$ cat src/sv/firewall_rule_matcher_core_assert.svh
// Assertion macros for the firewall rule matcher.
// Used by the top level; they expand to nothing when SYNTHESIS is defined.
`ifndef FIREWALL_RULE_MATCHER_CORE_ASSERT_SVH
`define FIREWALL_RULE_MATCHER_CORE_ASSERT_SVH
`ifndef SYNTHESIS
// Consequent must hold in the same cycle as the antecedent
`define FRM_ASSERT_NOW(label, clk, rst, ante, cons, msg) \
  label: assert property (@(posedge clk) disable iff (rst) (ante) |-> (cons)) \
    else $error(msg);
// Consequent must hold in the cycle after the antecedent
`define FRM_ASSERT_NEXT(label, clk, rst, ante, cons, msg) \
  label: assert property (@(posedge clk) disable iff (rst) (ante) |=> (cons)) \
    else $error(msg);
`else
`define FRM_ASSERT_NOW(label, clk, rst, ante, cons, msg)
`define FRM_ASSERT_NEXT(label, clk, rst, ante, cons, msg)
`endif
`endif

$ cat src/sv/frm_pkg.sv
// Shared types, codes and verdict mapping for the firewall rule matcher.
// No dependencies; imported by the interfaces and every module.
`default_nettype none
package frm_pkg;

  localparam int ADDR_W     = 32;
  localparam int ACT_W      = 2;
  localparam int IDX_W      = 4;
  localparam int VERDICT_W  = 2;
  localparam int CFG_IDX_W  = 3;
  localparam int CFG_DATA_W = 32;
  localparam int COUNT_W    = 5;

  // Item opcodes
  localparam logic OP_WRITE    = 1'b0;
  localparam logic OP_CLASSIFY = 1'b1;

  // Direction codes
  localparam logic DIR_FROM_INSIDE  = 1'b0;
  localparam logic DIR_FROM_OUTSIDE = 1'b1;

  // Rule and default action codes
  localparam logic [ACT_W-1:0] ACT_BLOCK  = 2'd0;
  localparam logic [ACT_W-1:0] ACT_PASS   = 2'd1;
  localparam logic [ACT_W-1:0] ACT_REJECT = 2'd2;

  // Configuration register indexes
  localparam logic [CFG_IDX_W-1:0] CFG_INSIDE_NET     = 3'd0;
  localparam logic [CFG_IDX_W-1:0] CFG_INSIDE_MASK    = 3'd1;
  localparam logic [CFG_IDX_W-1:0] CFG_OUTSIDE_NET    = 3'd2;
  localparam logic [CFG_IDX_W-1:0] CFG_OUTSIDE_MASK   = 3'd3;
  localparam logic [CFG_IDX_W-1:0] CFG_DEFAULT_ACTION = 3'd4;
  localparam logic [CFG_IDX_W-1:0] CFG_RULE_COUNT     = 3'd5;

  // Configuration reset values
  localparam logic [ADDR_W-1:0]  RST_INSIDE_NET     = 32'h0A01_0100;
  localparam logic [ADDR_W-1:0]  RST_INSIDE_MASK    = 32'hFFFF_FF00;
  localparam logic [ADDR_W-1:0]  RST_OUTSIDE_NET    = 32'h1401_0100;
  localparam logic [ADDR_W-1:0]  RST_OUTSIDE_MASK   = 32'hFFFF_FF00;
  localparam logic [ACT_W-1:0]   RST_DEFAULT_ACTION = ACT_REJECT;
  localparam logic [COUNT_W-1:0] RST_RULE_COUNT     = 5'd0;

  typedef enum logic [VERDICT_W-1:0] {
    V_IGNORE = 2'd0,
    V_BLOCK  = 2'd1,
    V_PASS   = 2'd2,
    V_REJECT = 2'd3
  } verdict_t;

  typedef enum logic [2:0] {
    S_IDLE,
    S_CHECK,
    S_READ,
    S_CMP,
    S_DONE
  } state_t;

  // One stored rule
  typedef struct packed {
    logic [ACT_W-1:0]  action;
    logic [ADDR_W-1:0] src;
    logic [ADDR_W-1:0] dst;
  } rule_t;

  // Controller to datapath
  typedef struct packed {
    logic load_pkt;
    logic write_rule;
    logic rd_en;
    logic ptr_inc;
    logic set_ignore;
    logic set_default;
    logic set_hit;
    logic load_result;
  } cmd_t;

  // Datapath to controller
  typedef struct packed {
    logic in_range;
    logic n_zero;
    logic match;
    logic last;
    logic out_busy;
  } stat_t;

  // Rule action to verdict; code 3 acts as block
  function automatic verdict_t rule_verdict(input logic [ACT_W-1:0] act);
    verdict_t v;
    unique case (act)
      ACT_PASS:   v = V_PASS;
      ACT_REJECT: v = V_REJECT;
      default:    v = V_BLOCK;
    endcase
    return v;
  endfunction

  // Default action to verdict; code 3 acts as reject
  function automatic verdict_t default_verdict(input logic [ACT_W-1:0] act);
    verdict_t v;
    unique case (act)
      ACT_BLOCK: v = V_BLOCK;
      ACT_PASS:  v = V_PASS;
      default:   v = V_REJECT;
    endcase
    return v;
  endfunction

endpackage
`default_nettype wire

$ cat src/sv/frm_if.sv
// Valid/ready channel interfaces for packet items and verdict results.
// Depends on frm_pkg for field widths.
`default_nettype none
interface frm_in_if
  import frm_pkg::*;
();
  logic                  valid;
  logic                  ready;
  logic                  op;
  logic [IDX_W-1:0]      rule_index;
  logic [ACT_W-1:0]      rule_action;
  logic [ADDR_W-1:0]     rule_src;
  logic [ADDR_W-1:0]     rule_dst;
  logic                  direction;
  logic [ADDR_W-1:0]     source_ip;
  logic [ADDR_W-1:0]     dest_ip;

  modport source (
    output valid, op, rule_index, rule_action, rule_src, rule_dst,
           direction, source_ip, dest_ip,
    input  ready
  );
  modport sink (
    input  valid, op, rule_index, rule_action, rule_src, rule_dst,
           direction, source_ip, dest_ip,
    output ready
  );
endinterface

interface frm_out_if
  import frm_pkg::*;
();
  logic                 valid;
  logic                 ready;
  logic [VERDICT_W-1:0] verdict;
  logic                 hit;
  logic [IDX_W-1:0]     hit_index;

  modport source (
    output valid, verdict, hit, hit_index,
    input  ready
  );
  modport sink (
    input  valid, verdict, hit, hit_index,
    output ready
  );
endinterface
`default_nettype wire

$ cat src/sv/frm_ctrl.sv
// Sequencing state machine for the rule matcher: accepts items, steps the
// rule scan and hands results to the output register. Depends on frm_pkg.
`default_nettype none
module frm_ctrl
  import frm_pkg::*;
(
  input  wire logic  clk,
  input  wire logic  rst,
  input  wire logic  in_valid,
  input  wire logic  in_op,
  input  wire stat_t stat,
  output logic       in_ready,
  output cmd_t       cmd,
  output state_t     state
);

  state_t state_next;

  // State register
  always_ff @(posedge clk) begin
    if (rst) begin
      state <= S_IDLE;
    end else begin
      state <= state_next;
    end
  end

  // Next state
  always_comb begin
    state_next = state;
    unique case (state)
      S_IDLE: begin
        if (in_valid && in_op == OP_CLASSIFY) begin
          state_next = S_CHECK;
        end
      end
      S_CHECK: begin
        priority if (!stat.in_range) state_next = S_DONE;
        else if (stat.n_zero)        state_next = S_DONE;
        else                         state_next = S_READ;
      end
      S_READ: state_next = S_CMP;
      S_CMP: begin
        priority if (stat.match) state_next = S_DONE;
        else if (stat.last)      state_next = S_DONE;
        else                     state_next = S_READ;
      end
      S_DONE: begin
        if (!stat.out_busy) begin
          state_next = S_IDLE;
        end
      end
      default: state_next = S_IDLE;
    endcase
  end

  // Commands
  always_comb begin
    cmd      = '0;
    in_ready = 1'b0;
    unique case (state)
      S_IDLE: begin
        in_ready = 1'b1;
        if (in_valid) begin
          cmd.load_pkt   = (in_op == OP_CLASSIFY);
          cmd.write_rule = (in_op == OP_WRITE);
        end
      end
      S_CHECK: begin
        if (!stat.in_range)   cmd.set_ignore  = 1'b1;
        else if (stat.n_zero) cmd.set_default = 1'b1;
      end
      S_READ: cmd.rd_en = 1'b1;
      S_CMP: begin
        priority if (stat.match) cmd.set_hit     = 1'b1;
        else if (stat.last)      cmd.set_default = 1'b1;
        else                     cmd.ptr_inc     = 1'b1;
      end
      S_DONE: cmd.load_result = !stat.out_busy;
      default: ;
    endcase
  end

endmodule
`default_nettype wire

$ cat src/sv/frm_datapath.sv
// Datapath of the rule matcher: configuration registers, rule memory, range
// check, scan pointer, compare and result registers. Depends on frm_pkg.
`default_nettype none
module frm_datapath
  import frm_pkg::*;
#(
  parameter int RULES = 16
) (
  input  wire logic                  clk,
  input  wire logic                  rst,
  input  wire cmd_t                  cmd,
  output stat_t                      stat,
  input  wire logic                  cfg_we,
  input  wire logic [CFG_IDX_W-1:0]  cfg_index,
  input  wire logic [CFG_DATA_W-1:0] cfg_data,
  input  wire logic [IDX_W-1:0]      rule_index,
  input  wire logic [ACT_W-1:0]      rule_action,
  input  wire logic [ADDR_W-1:0]     rule_src,
  input  wire logic [ADDR_W-1:0]     rule_dst,
  input  wire logic                  direction,
  input  wire logic [ADDR_W-1:0]     source_ip,
  input  wire logic [ADDR_W-1:0]     dest_ip,
  input  wire logic                  out_ready,
  output logic                       out_valid,
  output logic [VERDICT_W-1:0]       out_verdict,
  output logic                       out_hit,
  output logic [IDX_W-1:0]           out_hit_index
);

  localparam int IW = (RULES > 1) ? $clog2(RULES) : 1;
  localparam int CW = $clog2(RULES + 1);

  // Configuration
  logic [ADDR_W-1:0]  inside_net;
  logic [ADDR_W-1:0]  inside_mask;
  logic [ADDR_W-1:0]  outside_net;
  logic [ADDR_W-1:0]  outside_mask;
  logic [ACT_W-1:0]   default_action;
  logic [COUNT_W-1:0] rule_count;

  // Packet under classification
  logic [ADDR_W-1:0] pkt_src;
  logic [ADDR_W-1:0] pkt_dst;
  logic              pkt_dir;

  // Scan
  rule_t          rule_mem [RULES];
  rule_t          rd_data;
  logic [CW-1:0]  ptr;
  logic [CW-1:0]  ptr_plus;
  logic [CW-1:0]  n_active;
  logic           wr_ok;

  // Range check
  logic [ADDR_W-1:0] sel_net;
  logic [ADDR_W-1:0] sel_mask;
  logic [ADDR_W-1:0] range_lo;
  logic [ADDR_W-1:0] range_hi;

  // Staged result
  verdict_t         res_verdict;
  logic             res_hit;
  logic [IDX_W-1:0] res_index;

  // Configuration writes; unknown indexes are dropped
  always_ff @(posedge clk) begin
    if (rst) begin
      inside_net     <= RST_INSIDE_NET;
      inside_mask    <= RST_INSIDE_MASK;
      outside_net    <= RST_OUTSIDE_NET;
      outside_mask   <= RST_OUTSIDE_MASK;
      default_action <= RST_DEFAULT_ACTION;
      rule_count     <= RST_RULE_COUNT;
    end else if (cfg_we) begin
      unique case (cfg_index)
        CFG_INSIDE_NET:     inside_net     <= cfg_data;
        CFG_INSIDE_MASK:    inside_mask    <= cfg_data;
        CFG_OUTSIDE_NET:    outside_net    <= cfg_data;
        CFG_OUTSIDE_MASK:   outside_mask   <= cfg_data;
        CFG_DEFAULT_ACTION: default_action <= cfg_data[ACT_W-1:0];
        CFG_RULE_COUNT:     rule_count     <= cfg_data[COUNT_W-1:0];
        default: ;
      endcase
    end
  end

  // Latch the packet fields on a classify transfer
  always_ff @(posedge clk) begin
    if (cmd.load_pkt) begin
      pkt_src <= source_ip;
      pkt_dst <= dest_ip;
      pkt_dir <= direction;
    end
  end

  // Rule memory: one write port, one registered read port
  assign wr_ok = (32'(rule_index) < 32'(RULES));

  always_ff @(posedge clk) begin
    if (cmd.write_rule && wr_ok) begin
      rule_mem[IW'(rule_index)] <= '{action: rule_action, src: rule_src, dst: rule_dst};
    end
    if (cmd.rd_en) begin
      rd_data <= rule_mem[ptr[IW-1:0]];
    end
  end

  // Scan pointer: clear on a new packet, advance after each miss but the last
  assign ptr_plus = ptr + CW'(1);

  always_ff @(posedge clk) begin
    if (rst) begin
      ptr <= '0;
    end else if (cmd.load_pkt) begin
      ptr <= '0;
    end else if (cmd.ptr_inc) begin
      ptr <= ptr_plus;
    end
  end

  // Saturate the active rule count to the table depth
  always_comb begin
    if (32'(rule_count) > 32'(RULES)) begin
      n_active = CW'(RULES);
    end else begin
      n_active = CW'(rule_count);
    end
  end

  // Protected network bounds for the arrival direction
  always_comb begin
    if (pkt_dir == DIR_FROM_OUTSIDE) begin
      sel_net  = inside_net;
      sel_mask = inside_mask;
    end else begin
      sel_net  = outside_net;
      sel_mask = outside_mask;
    end
    range_lo = sel_net & sel_mask;
    range_hi = range_lo | ~sel_mask;
  end

  assign stat.in_range = (pkt_dst >= range_lo) && (pkt_dst <= range_hi);
  assign stat.n_zero   = (n_active == '0);
  assign stat.match    = (rd_data.src == pkt_src) && (rd_data.dst == pkt_dst);
  assign stat.last     = (ptr_plus == n_active);
  assign stat.out_busy = out_valid && !out_ready;

  // Stage the verdict
  always_ff @(posedge clk) begin
    if (cmd.set_ignore) begin
      res_verdict <= V_IGNORE;
      res_hit     <= 1'b0;
      res_index   <= '0;
    end else if (cmd.set_default) begin
      res_verdict <= default_verdict(default_action);
      res_hit     <= 1'b0;
      res_index   <= '0;
    end else if (cmd.set_hit) begin
      res_verdict <= rule_verdict(rd_data.action);
      res_hit     <= 1'b1;
      res_index   <= IDX_W'(ptr);
    end
  end

  // Output register: load a new result, drop it once transferred
  always_ff @(posedge clk) begin
    if (rst) begin
      out_valid <= 1'b0;
    end else if (cmd.load_result) begin
      out_valid <= 1'b1;
    end else if (out_ready) begin
      out_valid <= 1'b0;
    end
  end

  always_ff @(posedge clk) begin
    if (cmd.load_result) begin
      out_verdict   <= res_verdict;
      out_hit       <= res_hit;
      out_hit_index <= res_index;
    end
  end

endmodule
`default_nettype wire

$ cat src/sv/firewall_rule_matcher_core.sv
// Firewall access-list matcher: first-match classification against a table
// of exact source/destination rules. Depends on frm_pkg, frm_if,
// frm_ctrl, frm_datapath and the assertion macro header.
//
// Usage:
//   pkt_in  carries items: op = write stores one rule at rule_index, op =
//           classify checks a packet (direction, source_ip, dest_ip).
//   res_out carries one verdict per classify item (verdict, hit, hit_index);
//           rule writes give no result.
//   cfg_we / cfg_index / cfg_data write the network, mask, default action
//           and rule count registers; write them only while the block is idle.
// Sequence:
//   A rule write is taken in the idle state. A classify item passes the check
//   state, a read state and a compare state for each rule compared, and the
//   done state, where the result is loaded, before the next item is taken.
//   The scan reads the rule memory through its single registered read port,
//   reading one rule and then comparing it before the next is read.
// Reset: registers take their default values, the rule count is zero and
//   the output is empty; rule slots hold unknown data until written.
// Stall: a result waits in the output register; the next item is taken
//   meanwhile and its result is held until the register frees up.
`default_nettype none
`include "firewall_rule_matcher_core_assert.svh"
module firewall_rule_matcher_core
  import frm_pkg::*;
#(
  parameter int RULES = 16
) (
  input  wire logic                  clk,
  input  wire logic                  rst,
  input  wire logic                  cfg_we,
  input  wire logic [CFG_IDX_W-1:0]  cfg_index,
  input  wire logic [CFG_DATA_W-1:0] cfg_data,
  frm_in_if.sink                     pkt_in,
  frm_out_if.source                  res_out
);

  cmd_t   cmd;
  stat_t  stat;
  state_t state;
  logic   in_ready;

  frm_ctrl u_ctrl (
    .clk      (clk),
    .rst      (rst),
    .in_valid (pkt_in.valid),
    .in_op    (pkt_in.op),
    .stat     (stat),
    .in_ready (in_ready),
    .cmd      (cmd),
    .state    (state)
  );

  frm_datapath #(
    .RULES (RULES)
  ) u_datapath (
    .clk           (clk),
    .rst           (rst),
    .cmd           (cmd),
    .stat          (stat),
    .cfg_we        (cfg_we),
    .cfg_index     (cfg_index),
    .cfg_data      (cfg_data),
    .rule_index    (pkt_in.rule_index),
    .rule_action   (pkt_in.rule_action),
    .rule_src      (pkt_in.rule_src),
    .rule_dst      (pkt_in.rule_dst),
    .direction     (pkt_in.direction),
    .source_ip     (pkt_in.source_ip),
    .dest_ip       (pkt_in.dest_ip),
    .out_ready     (res_out.ready),
    .out_valid     (res_out.valid),
    .out_verdict   (res_out.verdict),
    .out_hit       (res_out.hit),
    .out_hit_index (res_out.hit_index)
  );

  assign pkt_in.ready = in_ready;

  // A classify transfer starts the range check in the next cycle
  `FRM_ASSERT_NEXT(a_classify_starts, clk, rst, pkt_in.valid && pkt_in.ready && pkt_in.op == OP_CLASSIFY, state == S_CHECK && !pkt_in.ready, "classify transfer did not start a check")
  // A loaded result is presented in the next cycle
  `FRM_ASSERT_NEXT(a_result_shown, clk, rst, cmd.load_result, res_out.valid, "loaded result not presented")
  // A rule hit never reports ignore
  `FRM_ASSERT_NOW(a_hit_verdict, clk, rst, res_out.valid && res_out.hit, res_out.verdict != V_IGNORE, "rule hit with ignore verdict")
  // Without a hit the index reads zero
  `FRM_ASSERT_NOW(a_miss_index, clk, rst, res_out.valid && !res_out.hit, res_out.hit_index == '0, "nonzero index without a hit")

endmodule
`default_nettype wire
$ cat src/flat_wrapper.sv
// flat-port wrapper written by rule: the top's interface ports become plain ports
module firewall_rule_matcher_core_flat import frm_pkg::*;
#(
  parameter int RULES = 16
)
  (clk, rst, cfg_we, cfg_index, cfg_data, pkt_in_valid, pkt_in_op, pkt_in_rule_index, pkt_in_rule_action, pkt_in_rule_src, pkt_in_rule_dst, pkt_in_direction, pkt_in_source_ip, pkt_in_dest_ip, pkt_in_ready, res_out_valid, res_out_verdict, res_out_hit, res_out_hit_index, res_out_ready);
  frm_in_if pkt_in_i ();
  frm_out_if res_out_i ();
  input  wire logic clk;
  input  wire logic rst;
  input  wire logic cfg_we;
  input  wire logic [CFG_IDX_W-1:0] cfg_index;
  input  wire logic [CFG_DATA_W-1:0] cfg_data;
  input wire logic [$bits(pkt_in_i.valid)-1:0] pkt_in_valid;
  input wire logic [$bits(pkt_in_i.op)-1:0] pkt_in_op;
  input wire logic [$bits(pkt_in_i.rule_index)-1:0] pkt_in_rule_index;
  input wire logic [$bits(pkt_in_i.rule_action)-1:0] pkt_in_rule_action;
  input wire logic [$bits(pkt_in_i.rule_src)-1:0] pkt_in_rule_src;
  input wire logic [$bits(pkt_in_i.rule_dst)-1:0] pkt_in_rule_dst;
  input wire logic [$bits(pkt_in_i.direction)-1:0] pkt_in_direction;
  input wire logic [$bits(pkt_in_i.source_ip)-1:0] pkt_in_source_ip;
  input wire logic [$bits(pkt_in_i.dest_ip)-1:0] pkt_in_dest_ip;
  output wire logic [$bits(pkt_in_i.ready)-1:0] pkt_in_ready;
  output wire logic [$bits(res_out_i.valid)-1:0] res_out_valid;
  output wire logic [$bits(res_out_i.verdict)-1:0] res_out_verdict;
  output wire logic [$bits(res_out_i.hit)-1:0] res_out_hit;
  output wire logic [$bits(res_out_i.hit_index)-1:0] res_out_hit_index;
  input wire logic [$bits(res_out_i.ready)-1:0] res_out_ready;
  assign pkt_in_i.valid = pkt_in_valid;
  assign pkt_in_i.op = pkt_in_op;
  assign pkt_in_i.rule_index = pkt_in_rule_index;
  assign pkt_in_i.rule_action = pkt_in_rule_action;
  assign pkt_in_i.rule_src = pkt_in_rule_src;
  assign pkt_in_i.rule_dst = pkt_in_rule_dst;
  assign pkt_in_i.direction = pkt_in_direction;
  assign pkt_in_i.source_ip = pkt_in_source_ip;
  assign pkt_in_i.dest_ip = pkt_in_dest_ip;
  assign pkt_in_ready = pkt_in_i.ready;
  assign res_out_valid = res_out_i.valid;
  assign res_out_verdict = res_out_i.verdict;
  assign res_out_hit = res_out_i.hit;
  assign res_out_hit_index = res_out_i.hit_index;
  assign res_out_i.ready = res_out_ready;
  firewall_rule_matcher_core #(.RULES(RULES)) u_core (.clk(clk), .rst(rst), .cfg_we(cfg_we), .cfg_index(cfg_index), .cfg_data(cfg_data), .pkt_in(pkt_in_i), .res_out(res_out_i));
endmodule
$ cat config.mk
export PLATFORM = sky130hd
export DESIGN_NAME = firewall_rule_matcher_core_flat
export DESIGN_NICKNAME = d
export VERILOG_FILES = /design/src/sv/frm_pkg.sv /design/src/sv/frm_if.sv /design/src/sv/frm_ctrl.sv /design/src/sv/frm_datapath.sv /design/src/sv/firewall_rule_matcher_core.sv /design/src/flat_wrapper.sv
export VERILOG_INCLUDE_DIRS = /design/src /design/src/sv
export SDC_FILE = /design/constraint.sdc
export NUM_CORES = 2
export LEC_CHECK = 0
export ABC_CLOCK_PERIOD_IN_PS = 9180
export BUFFER_PORTS_ARGS = -buffer_cell sky130_fd_sc_hd__buf_4
export CAP_MARGIN = 20
export CORE_MARGIN = 8
export CORE_UTILIZATION = 55
export DETAILED_ROUTE_END_ITERATION = 8
export PLACE_DENSITY = 0.79
export SYNTH_ARGS = -nofsm -noshare
export SYNTH_HDL_FRONTEND = slang
export SYNTH_HIERARCHICAL = 1
export SYNTH_SLANG_ARGS = --single-unit
export TNS_END_PERCENT = 20
$ cat constraint.sdc
create_clock -name clk -period 9.18 [get_ports clk]
set_input_delay 1.836 -clock clk [delete_from_list [all_inputs] [get_ports clk]]
set_output_delay 1.836 -clock clk [all_outputs]
set_load 0.05 [all_outputs]
## Word level (Yosys, flattened, before mapping)

Memories as Yosys holds them, arrays and structs flattened. A register that Yosys moved wholly into a read port is not among the register bits.
Index checks and enable logic that the tools add are counted.

| operators by class | value |
|---|---|
| add/subtract/negate cells | 1 |
| magnitude comparators | 3 |
| equal/unequal tests | 17 |
| muxes and demuxes | 35 |
| bitwise gates (word level) | 4 |
| reduce and logical (&&, ||, !) cells | 21 |

Operators by type and width:

| kind | count |
|---|---|
| == test 32 bit | 2 |
| 2-to-1 mux 32 bit | 2 |
| bitwise AND 32 bit | 1 |
| >= comparator 32 bit | 1 |
| <= comparator 32 bit | 1 |
| NOT 32 bit | 1 |
| OR 32 bit | 1 |
| 2-to-1 mux 1 bit | 18 |
| 2-to-1 mux 3 bit | 6 |
| case mux 3 bit (5 select lines) | 1 |
| AND reduction 2 bit | 7 |
| == test 3 x 2 -> 1 bit, second input constant | 4 |
| == test 3 bit, second input constant | 3 |
| 2-to-1 mux 2 bit | 4 |
| case mux 2 bit (2 select lines) | 2 |
| == test 3 x 1 -> 1 bit, second input constant | 2 |
| logical NOT 3 bit | 2 |
| adder 5 x 1 -> 5 bit, second input constant | 1 |
| == test 5 bit | 1 |
| > comparator 5 bit, second input constant | 1 |
| logical NOT 5 bit | 1 |
| 2-to-1 mux 5 bit | 1 |
| == test 2 x 1 -> 1 bit, second input constant | 2 |
| logical AND 1 bit | 4 |
| other kinds (8) | 12 |

| word-level totals | value |
|---|---|
| flip-flop bits (word level) | 223 |
| RAM bits | 1056 |
| bits of input ports | 176 |
| output and inout bits | 9 |
| word-level logic and storage cells | 100 |
| memories kept | 1 |

Memories:

| name | words | bits a word | rd ports | clocked after Yosys merged registers in | wr ports | line | text |
|---|---|---|---|---|---|---|---|
| u_core.u_datapath.rule_mem | 16 | 66 | 1 | 1 | 1 | frm_datapath.sv:47 | `rule_t rule_mem [RULES];` |

## Logic depth before layout (Yosys ltp)

| logic depth | value |
|---|---|
| depth in word-level cells | 8 |
| gate-level depth with buffers | 17 |
| mapped depth without buffers | 15 |

## Cells and area by module

Netlist, hierarchy kept.

Modules (own cells, without submodules):

| module | instances | cells each | area an instance (um^2) | sequential area each (um^2) |
|---|---|---|---|---|
| frm_datapath | 1 | 2747 | 52303.9 | 38817.2 |
| frm_ctrl | 1 | 31 | 252.7 | 60.1 |

## Worst setup path before layout

No wires, ideal clock.

| timing | value |
|---|---|
| kind | in2reg |
| start | input port pkt_in_op |
| end | memory u_core/u_datapath/rule_mem[0][0] (netlist bit), enable pin |
| arrival | 7.067 ns |
| setup slack | 1.541 ns |
| stages on the path | 3 |
| buffers on the path | 0 |
| cells stage by stage | and3b_1 or3b_2 nor3_1 |

| between the ends | value |
|---|---|
| word-level cells in the longest chain between the ends | 5 |

RTL lines:

| element | line | text |
|---|---|---|
| from (decl) | flat_wrapper.sv:15 | `input wire logic [$bits(pkt_in_i.op)-1:0] pkt_in_op;` |
| NOT 1 bit | frm_ctrl.sv:66 | `cmd.write_rule = (in_op == OP_WRITE);` |
| 2-to-1 mux 2 bit | frm_ctrl.sv:64 | `if (in_valid) begin` |
| 2-to-1 mux 2 bit | frm_ctrl.sv:61 | `unique case (state)` |
| 2-to-1 mux 1 bit | frm_datapath.sv:100 | `if (cmd.write_rule && wr_ok) begin` |
| 2-to-1 mux 1 bit (not written as such) | frm_datapath.sv:101 | `rule_mem[IW'(rule_index)] <= '{action: rule_action, src: rule_src, dst: rule_dst};` |
| to (decl) | frm_datapath.sv:47 |  |

No other way between the ends.

==> results.ini <==
[global_route]
grt_antenna_before_repair = 15
grt.met3_usage_pct = 5.23
grt_first_pass_wirelength_um = 195000
grt_max_degree = 129
grt_pass1_vias = 29100
overflow = 0
busiest_layer = met2
grt_use_met2_pct = 41.6
track_usage_pct = 25.0
globalRouteMet1Util_pct = 32.8

[floorplanning]
die-area_um2 = 106000
fp.dieH_um = 325
die_width_um = 325
fp.coreArea_um2 = 94900
fp-row-count = 113
pin_count = 185
initial_core_util_pct = 55.4

[final_layout]
drive_above_1_share_pct = 24.9
post-route-cell-area_um2 = 59700
syn_to_final_growth_pct = 13.6
fill_cells = 6188
final_cells = 4386
layout_common_cells = edfxtp_1 (1194), mux4_2 (330), nand2_1 (317), buf_4 (231), dfxtp_1 (147)
final_nets = 3250
final_common_cell = edfxtp_1

[detailed_routing]
avgRoutedWirePerCell_um = 30.5
vias = 28300
drt_iter0_markers = 3692
drtAntennaViolNets = 0
vias_per_cell = 6.45
drc = 0
wl_um = 134000
drt_pass1_iterations = 7

[critical_path]
worst_ep_required_time_ps = 9790
timing.rr.end = u_core/u_datapath/res_verdict[0]
crit_end = u_core/u_datapath/res_verdict[0]
arrival_ps = 5170
crit_type = reg -> reg
worstPathMaxFanout = 104
ff2ff_path_depth = 13
start_kind = register
r2r-start = u_core/u_datapath/pkt_dir
endpoint_kind = register
r2r_slack_ps = 4620
critical_path.startpoint = u_core/u_datapath/pkt_dir

[cts]
root_buffer = clkbuf_16
holdBufCountCts = 0
clock_latency_ps = 750
cts.repair.resized = 0
htree_levels = 4
max-clock-path-buffers = 3
cts_buffers = 132
clkTransAtPathRegs_ps = 60
cts.sinks = 1345
postCtsSetupRepairBufs = 0
cts_tree = done

[placement]
place_congestion = 0.869
dp_slack_ps = 4370
hpwl_um = 74700
portBuffers = 184
dpl.cell_count = 4138
placed_area_um2 = 55300

[logic_synthesis]
async_reset_ff_share_pct = 0
synth-seq-cells = 1345
synth_cell_types = 50
synthFlopType = edfxtp_1
netlist_area_um2 = 52600
yosysWarnings = 6
synth_edf_count = 1194
syn_nets = 3020
postSynthAreaPerCell_um2 = 18.9
synth_cells = 2778
yosysSeqAreaShare_pct = 74.0

[min_path]
holdPathStages = 0
hold_class = reg -> reg

[run_status]
status = finished clean

[timing]
fmax_mhz = 219
min_period_ps = 4560
whs_ps = 441
setup_tns_ps = 0
setup_ws_ps = 4620
grt_setup_unrepaired = no
worst_slew_pin_slew_ps = 1150
max-slew-margin-rel_pct = 23.3
skew_ps = 44.1
setup-violations-final = 0
finalHoldViolCount = 0
maxSlewViolCount = 0
fin_crit_sh_pct = 49.7

[power_and_ir_drop]
peakVddDrop_uv = 188
p_per_area_nw_per_um2 = 208
leakage_nw = 19.1

[flow_run]
drv_cap = 0

sequential cells by signal, indices dropped and copies added (netlist names), 2 cells and up:
signal / count
u_core/u_datapath/res_index: 4
u_core/u_datapath/rule_count: 5
u_core/u_datapath/pkt_src: 32
u_core/u_datapath/ptr: 5
u_core/u_ctrl/state: 3
u_core/u_datapath/rd_data: 66
u_core/u_datapath/rule_mem: 1056
u_core/u_datapath/inside_net: 32
u_core/u_datapath/inside_mask: 32
u_core/u_datapath/pkt_dst: 32
u_core/u_datapath/res_verdict: 2
u_core/u_datapath/out_verdict: 2
u_core/u_datapath/out_hit_index: 4
u_core/u_datapath/outside_mask: 32
u_core/u_datapath/default_action: 2
u_core/u_datapath/outside_net: 32
critical path, cell delays in order, from the launching register on:
cell      delay, ps
edfxtp_1        320
buf_4           290
buf_16          370
o21ai_0         180
ha_1            340
nand4_1         110
nor4_1          740
a31oi_1         190
a311oi_1        740
nand2_1         120
o22a_1          220
nor2_1          400
nor2_1          120
a311oi_1        240
cells in the mapped netlist, types with 4 or more instances:
| cell type | number | area [um2] |
|---|---|---|
| edfxtp_1 | 1194 | 35900 |
| mux4_2 | 330 | 7430 |
| nand2_1 | 317 | 1190 |
| dfxtp_1 | 151 | 3020 |
| a21oi_1 | 101 | 505 |
| clkbuf_1 | 94 | 353 |
| nor2_1 | 69 | 259 |
| xor2_1 | 67 | 587 |
| ha_1 | 66 | 826 |
| nand3_1 | 56 | 280 |
| o21ai_0 | 47 | 235 |
| nand3b_1 | 43 | 323 |
| nand2b_1 | 36 | 225 |
| a31oi_1 | 34 | 213 |
| buf_6 | 22 | 248 |
| nor4_1 | 21 | 131 |
| nand4_1 | 17 | 106 |
| nor3_1 | 17 | 85.1 |
| buf_2 | 12 | 60.1 |
| mux2i_1 | 12 | 120 |
| buf_1 | 9 | 33.8 |
| inv_1 | 8 | 30.0 |
| a221oi_1 | 6 | 52.6 |
| a21o_1 | 4 | 30.0 |
| nor2b_1 | 4 | 25.0 |
| xnor2_1 | 4 | 35.0 |
worst min path at each step:
stage	from	end	slack, ps
floorplan	u_core/u_datapath/res_index[0]	u_core/u_datapath/out_hit_index[0]	410
global placement	u_core/u_datapath/res_hit	u_core/u_datapath/out_hit	420
detailed placement	u_core/u_datapath/res_hit	u_core/u_datapath/out_hit	430
CTS	u_core/u_datapath/res_verdict[0]	u_core/u_datapath/out_verdict[0]	450
global route	u_core/u_datapath/res_verdict[0]	u_core/u_datapath/out_verdict[0]	460
finish	u_core/u_datapath/res_index[1]	u_core/u_datapath/out_hit_index[1]	440
routing by layer:
layer	share of wire (%)	up-vias
met5	0.031	-
li1	-	11600
met1	37	14600
met3	9.5	301
met4	3.3	6
met2	50	1762
cell families after synthesis:
| group | after synthesis | synth area share, % |
|---|---|---|
| AOI/OAI and AO/OA | 204 | 2.16 |
| adders and majority gates | 66 | 1.57 |
| DFF | 1345 | 74.0 |
| muxes | 342 | 14.4 |
| and+or+nand+nor | 605 | 5.37 |
| buffers and inverters | 145 | 1.38 |
| xor gates and xnor gates | 71 | 1.18 |
stage by stage:
| stage | utilization [%] | power (W) |
|---|---|---|
| after floorplan | - | 0.00702 |
| after global placement | 58.3 | 0.00721 |
| after detailed placement | 58.3 | 0.00723 |
| after CTS | 62.9 | 0.0125 |
| after global routing | 62.9 | 0.0128 |
| final | 62.9 | 0.0124 |
final cells by class:
class,instances,area (um2),area share [%]
antenna,9,22.5,0.0377
clock buffer,161,3460,5.80
clock inverter,77,823,1.38
inverter,8,30.0,0.0503
multi-input combinational,1288,13100,21.9
sequential,1345,38900,65.2
tap,1265,1580,2.65
timing repair buffer,233,1780,2.99
report_power, final:
part | switching [W] | total, W | internal [W] | leakage (nW)
sequential | 0.0000473 | 0.00677 | 0.00672 | 12.0
clock | 0.00234 | 0.00533 | 0.00299 | 2.07
combinational | 0.000229 | 0.000349 | 0.000121 | 5.05
(Power assumes the default switching activity.)
